`src/mqtp_pkg.sv`:
```
// Package for the multi-queue priority task pool: sizes, codes and shared types.
// No dependencies.
package mqtp_pkg;
    localparam int NUM_QUEUES = 8;
    localparam int POOL_DEPTH = 64;
    localparam int QW = 3;
    localparam int IW = $clog2(POOL_DEPTH);
    localparam int CW = 7;
    localparam int FIFO_DEPTH = 2;

    typedef enum logic [1:0]
    {
        OP_ASSIGN  = 2'd0,
        OP_EXECUTE = 2'd1,
        OP_MERGE   = 2'd2,
        OP_NONE    = 2'd3
    } op_t;

    typedef enum logic [2:0]
    {
        ST_ASSIGNED = 3'd0,
        ST_EXECUTED = 3'd1,
        ST_MERGED   = 3'd2,
        ST_REFUSED  = 3'd3,
        ST_FULL     = 3'd4,
        ST_EMPTY    = 3'd5
    } status_t;

    typedef struct packed
    {
        logic [1:0]  op;
        logic [2:0]  queue;
        logic [2:0]  other_queue;
        logic [30:0] task_id;
        logic [31:0] priority_req;
    } cmd_t;

    typedef struct packed
    {
        logic [2:0]  status;
        logic [2:0]  result_queue;
        logic [30:0] done_id;
        logic [6:0]  queue_count;
        logic [31:0] top_priority;
        logic        last;
    } res_t;
endpackage

```
`src/mqtp_if.sv`:
```
// Valid/ready channel interfaces for commands and results.
// Depends on mqtp_pkg.
interface mqtp_cmd_if import mqtp_pkg::*; ();
    logic        valid;
    logic        ready;
    logic [1:0]  op;
    logic [2:0]  queue;
    logic [2:0]  other_queue;
    logic [30:0] task_id;
    logic signed [31:0] priority_req;
    modport source (output valid, op, queue, other_queue, task_id, priority_req, input ready);
    modport sink (input valid, op, queue, other_queue, task_id, priority_req, output ready);
endinterface


```
`src/mqtp_front.sv`:
```
// Front end: accept command words and queue them for the engine, dropping OP_NONE words.
// Depends on mqtp_pkg and mqtp_if.
module mqtp_front import mqtp_pkg::*;
(
    input  logic        clk,
    input  logic        rst_n,
    mqtp_cmd_if.sink    cmd,
    output logic        fifo_valid,
    output cmd_t        fifo_data,
    input  logic        fifo_pop
);
    localparam int PW = $clog2(FIFO_DEPTH);
    cmd_t            mem_reg [FIFO_DEPTH];
    logic [PW-1:0]   wp_reg, rp_reg;
    logic [PW:0]     cnt_reg;
    logic            push;

    assign cmd.ready  = (cnt_reg != (PW+1)'(FIFO_DEPTH));
    assign push       = cmd.valid && cmd.ready && (cmd.op != OP_NONE);
    assign fifo_valid = (cnt_reg != '0);
    assign fifo_data  = mem_reg[rp_reg];

    always_ff @(posedge clk)
    begin
        if (push)
            mem_reg[wp_reg] <= {cmd.op, cmd.queue, cmd.other_queue, cmd.task_id,
                                cmd.priority_req};
    end

    always_ff @(posedge clk or negedge rst_n)
    begin
        if (!rst_n)
        begin
            wp_reg <= '0;
            rp_reg <= '0;
            cnt_reg <= '0;
        end
        else
        begin
            if (push)
                wp_reg <= wp_reg + 1'b1;
            if (fifo_pop)
                rp_reg <= rp_reg + 1'b1;
            cnt_reg <= cnt_reg + (PW+1)'(push) - (PW+1)'(fifo_pop);
        end
    end

    a_no_pop_empty: assert property (@(posedge clk) disable iff (!rst_n)
        fifo_pop |-> fifo_valid) else $error("pop from empty queue");
    a_cnt_bound: assert property (@(posedge clk) disable iff (!rst_n)
        cnt_reg <= (PW+1)'(FIFO_DEPTH)) else $error("queue overflow");
    a_push_count: assert property (@(posedge clk) disable iff (!rst_n)
        (push && !fifo_pop) |=> cnt_reg == $past(cnt_reg) + 1'b1)
        else $error("count lost push");
endmodule

```
`src/flat_wrapper.sv`:
```
// flat-port wrapper written by rule: the top's interface ports become plain ports
module mqtp_front_flat import mqtp_pkg::*;
  (clk, rst_n, fifo_valid, fifo_data, fifo_pop, cmd_valid, cmd_op, cmd_queue, cmd_other_queue, cmd_task_id, cmd_priority_req, cmd_ready);
  mqtp_cmd_if cmd_i ();
  input  logic clk;
  input  logic rst_n;
  output logic fifo_valid;
  output cmd_t fifo_data;
  input  logic fifo_pop;
  input wire logic [$bits(cmd_i.valid)-1:0] cmd_valid;
  input wire logic [$bits(cmd_i.op)-1:0] cmd_op;
  input wire logic [$bits(cmd_i.queue)-1:0] cmd_queue;
  input wire logic [$bits(cmd_i.other_queue)-1:0] cmd_other_queue;
  input wire logic [$bits(cmd_i.task_id)-1:0] cmd_task_id;
  input wire logic [$bits(cmd_i.priority_req)-1:0] cmd_priority_req;
  output wire logic [$bits(cmd_i.ready)-1:0] cmd_ready;
  assign cmd_i.valid = cmd_valid;
  assign cmd_i.op = cmd_op;
  assign cmd_i.queue = cmd_queue;
  assign cmd_i.other_queue = cmd_other_queue;
  assign cmd_i.task_id = cmd_task_id;
  assign cmd_i.priority_req = cmd_priority_req;
  assign cmd_ready = cmd_i.ready;
  mqtp_front u_core (.clk(clk), .rst_n(rst_n), .cmd(cmd_i), .fifo_valid(fifo_valid), .fifo_data(fifo_data), .fifo_pop(fifo_pop));
endmodule
```
`config.mk`:
```
export PLATFORM = sky130hd
export DESIGN_NAME = mqtp_front_flat
export DESIGN_NICKNAME = d
export VERILOG_FILES = /design/src/mqtp_pkg.sv /design/src/mqtp_if.sv /design/src/mqtp_front.sv /design/src/flat_wrapper.sv
export SDC_FILE = /design/constraint.sdc
export NUM_CORES = 1
export LEC_CHECK = 0
export BUFFER_PORTS_ARGS = -buffer_cell sky130_fd_sc_hd__clkbuf_2
export CORE_ASPECT_RATIO = 0.7
export CORE_MARGIN = 5
export CORE_UTILIZATION = 25
export CTS_BUF_LIST = sky130_fd_sc_hd__clkbuf_8
export DETAILED_ROUTE_END_ITERATION = 6
export MAX_ROUTING_LAYER = met4
export PLACE_DENSITY_LB_ADDON = 0.05
export SYNTH_ARGS = -nofsm -noshare
export SYNTH_HDL_FRONTEND = slang
export SYNTH_SLANG_ARGS = --single-unit
export TNS_END_PERCENT = 10
```
`constraint.sdc`:
```
create_clock -name clk -period 5.6 [get_ports clk]
set_clock_uncertainty 0.15 [all_clocks]
set_input_delay 0.84 -clock clk [delete_from_list [all_inputs] [get_ports clk]]
set_output_delay 0.84 -clock clk [all_outputs]
set_load 0.05 [all_outputs]
```
==> metrics.md <==
| Metric | Value |
|---|---|
| Status | `finished clean` |
| Via density | `3.74` |
| Syn nets | `316` |
| Post-synth cell types | `16` |
| H-tree level count | `4` |
| Seq/Total Area, Yosys | `0.769` |
| CP endpoint kind | `primary output` |
| Diodes inserted | `0` |
| Starting density of the core | `0.252` |
| Hpwl dp | `7680 um` |
| Post-CTS Resized | `0` |
| Largest net degree at the start of global routing | `46` |
| Number of global-route vias before repair | `3,033` |
| Core area | `0.0225 mm^2` |
| GPL Wtd Cong | `0.645` |
| Initial antenna violation count | `0` |
| Worst EP arrival | `2540 ps` |
| Worst skew pair latency | `430 ps` |
| Layout cells sized above 1 | `0.614` |
| CTS buffer count | `17` |
| Via count | `2,729` |
| Clk sinks | `146` |
| Cell internal pwr | `2.51 mW` |
| Leak pwr | `2.84 nW` |
| FF+latch count, synth | `146` |
| Logic pwr share | `0.408` |
| Syn_area_per_cell | `23.6 um^2` |
| Initial drt markers | `109` |
| Fin. Hold Viols | `0` |
| CP Data Required Time | `4610 ps` |
| Hold-fix buffers, CTS | `1` |
| RSZ-0062 raised after global routing | `false` |
| Setup violations, final | `0` |
| Post-route ant nets | `0` |
| Worst-path fanout max | `45` |
| Synthesis-to-finish area growth | `26.0%` |
| Fill count | `2,213` |
| First-pass GRT wire length | `17,200 um` |
| Worst setup SP type | `register` |
| Postcts setup bufs | `0` |
| Final worst path period share | `0.630` |
| I/O Buffers | `147` |
| Clock share of power | `0.214` |
| Slew Limit Fails | `0` |
| Max Cap Viol | `0` |
| Max-Slew Margin vs Limit | `0.401` |
| Hold slack | `402 ps` |
| Reg area | `0.00437 mm^2` |
| Critical path type | `register to primary output` |
| Switch Pwr | `1.66 mW` |
| Peak Freq | `0.283 GHz` |
| Wire per inst | `15.9 um` |
| Die Y | `136 um` |
| Max FFs per register | `142` |
| Layout Nets | `481` |
| Compound-gate portion of the synthesized area | `0` |
| Std cell rows | `46` |
| Reg clk slew, reported paths | `80 ps` |
| First-pass DRT Iterations | `4` |
| Fin Setup TNS | `0 ps` |
| Clk root buf | `clkbuf_8` |
| I/O pin total | `148` |
| Most frequent cells in the layout | `147 x clkbuf_2, 142 x edfxtp_1, 69 x mux2_4` |
| Total global-route track usage | `0.0942` |
| Footprint of the multi-input gates | `0.00117 mm^2` |
| Switching share of power | `0.399` |
| DRC | `0` |
| Final Total Pwr | `4.17 mW` |
| Mux cell area share after synthesis | `0.187` |
| Worst Hold Class | `register to register` |
| Remaining Overflow, GRT | `0` |
| Synth Warn # | `0` |
| Routed wire length | `11,600 um` |
| Largest family of logic cells by synthesized area | `multiplexers` |
| XOR/XNOR share of the synthesized area | `0.00772` |
| Worst Max-Slew Pin Slew | `898 ps` |
| Period minus WS final | `3530 ps` |
| Adder-cell share of the synthesized area | `0.00220` |
| Clock tree buffer depth | `2` |
| Commonest non-fill, non-tap cell in the layout | `clkbuf_2` |
| CTS tree | `yes` |
| Peak supply drop | `0.000213 V` |
| Pwr per Cell Area | `583 mW/mm^2` |
| Die width | `190 um` |
| Seq pwr share | `0.377` |
| Simple-Gate Fraction of Synth Area | `0.00661` |
| Synth Instances | `240` |
| Area of the mapped netlist | `0.00568 mm^2` |
| Die area | `0.0259 mm^2` |
[cell families (layout without fill, tap and decap cells)]
logic type,Yosys count,in the layout
buf+inv,10,187
mux,71,71
fa+ha+maj,1,1
xor+xnor,5,5
simple gates,7,7
flops,146,146
[metal layers]
layer | track usage | wire (um) | up-vias
met5 | - | 0 | -
met4 | 0.0301 | 128 | 0
met3 | 0.0424 | 923 | 10
met2 | 0.134 | 5190 | 95
met1 | 0.121 | 5340 | 1350
li1 | - | - | 1274
[power groups by stage]
| stage | combinational [mW] | clock [mW] | sequential [mW] |
|---|---|---|---|
| finish | 1.70 | 0.894 | 1.57 |
| global route | 1.79 | 0.987 | 1.60 |
| CTS | 1.74 | 0.939 | 1.58 |
| detailed placement | 1.74 | 0 | 1.61 |
| global placement | 1.74 | 0 | 1.60 |
| floorplan | 1.55 | 0 | 1.51 |
[stage by stage]
| step | instances | setup WS [ps] | cell area [um^2] | utilization |
|---|---|---|---|---|
| 6_report | 729 | 2070 | 7150 | 0.318 |
| 3_5_place_dp | 697 | 2460 | 6710 | 0.298 |
| 4_1_cts | 729 | 1940 | 7150 | 0.318 |
| 5_1_grt | 729 | 1890 | 7150 | 0.318 |
| 2_1_floorplan | 240 | 856 | 5680 | - |
| 3_3_place_gp | 697 | 2480 | 6710 | 0.298 |
[final timing paths]
check,startpoint,endpoint,slack (ps),cells past startpoint
setup / recovery,u_core.rp_reg$_DFFE_PN0P_,fifo_data[66],2070,3
hold / removal,u_core.wp_reg$_DFFE_PN0P_,u_core.wp_reg$_DFFE_PN0P_,400,1
setup reg to reg,u_core.cnt_reg[1]$_DFF_PN0_,u_core.mem_reg[0][8]$_DFFE_PP_,3600,4
hold reg to reg,u_core.wp_reg$_DFFE_PN0P_,u_core.wp_reg$_DFFE_PN0P_,400,1
max in group asynchronous,rst_n,u_core.rp_reg$_DFFE_PN0P_,4580,2
min in group asynchronous,rst_n,u_core.wp_reg$_DFFE_PN0P_,590,2
[synth_stat cells]
library cell / instances / area share
inv_1: 2 / 0.0013
nand4b_1: 1 / 0.0015
ha_1: 1 / 0.0022
buf_6: 1 / 0.0020
xor2_1: 3 / 0.0046
or2_2: 1 / 0.0011
buf_12: 7 / 0.025
nand2_1: 1 / 0.00066
mux2_4: 69 / 0.18
nand2b_1: 1 / 0.0011
nor2_1: 2 / 0.0013
dfrtp_1: 4 / 0.018
mux2_2: 2 / 0.0040
nand3_1: 1 / 0.00088
edfxtp_1: 142 / 0.75
xnor2_1: 2 / 0.0031
[layout make-up]
type | instances | share of cell area
clock buffer | 17 | 0.0327
multi-input combinational | 84 | 0.163
tap | 312 | 0.0546
clock inverter | 14 | 0.0271
inverter | 2 | 0.00105
sequential | 146 | 0.611
timing repair buffer | 154 | 0.111
[worst max-delay path: stages (launching register included)]
cell	delay [ps]
dfrtp_4	1030
buf_4	460
mux2_4	340
clkbuf_2	250
(Power assumes the default switching activity.)
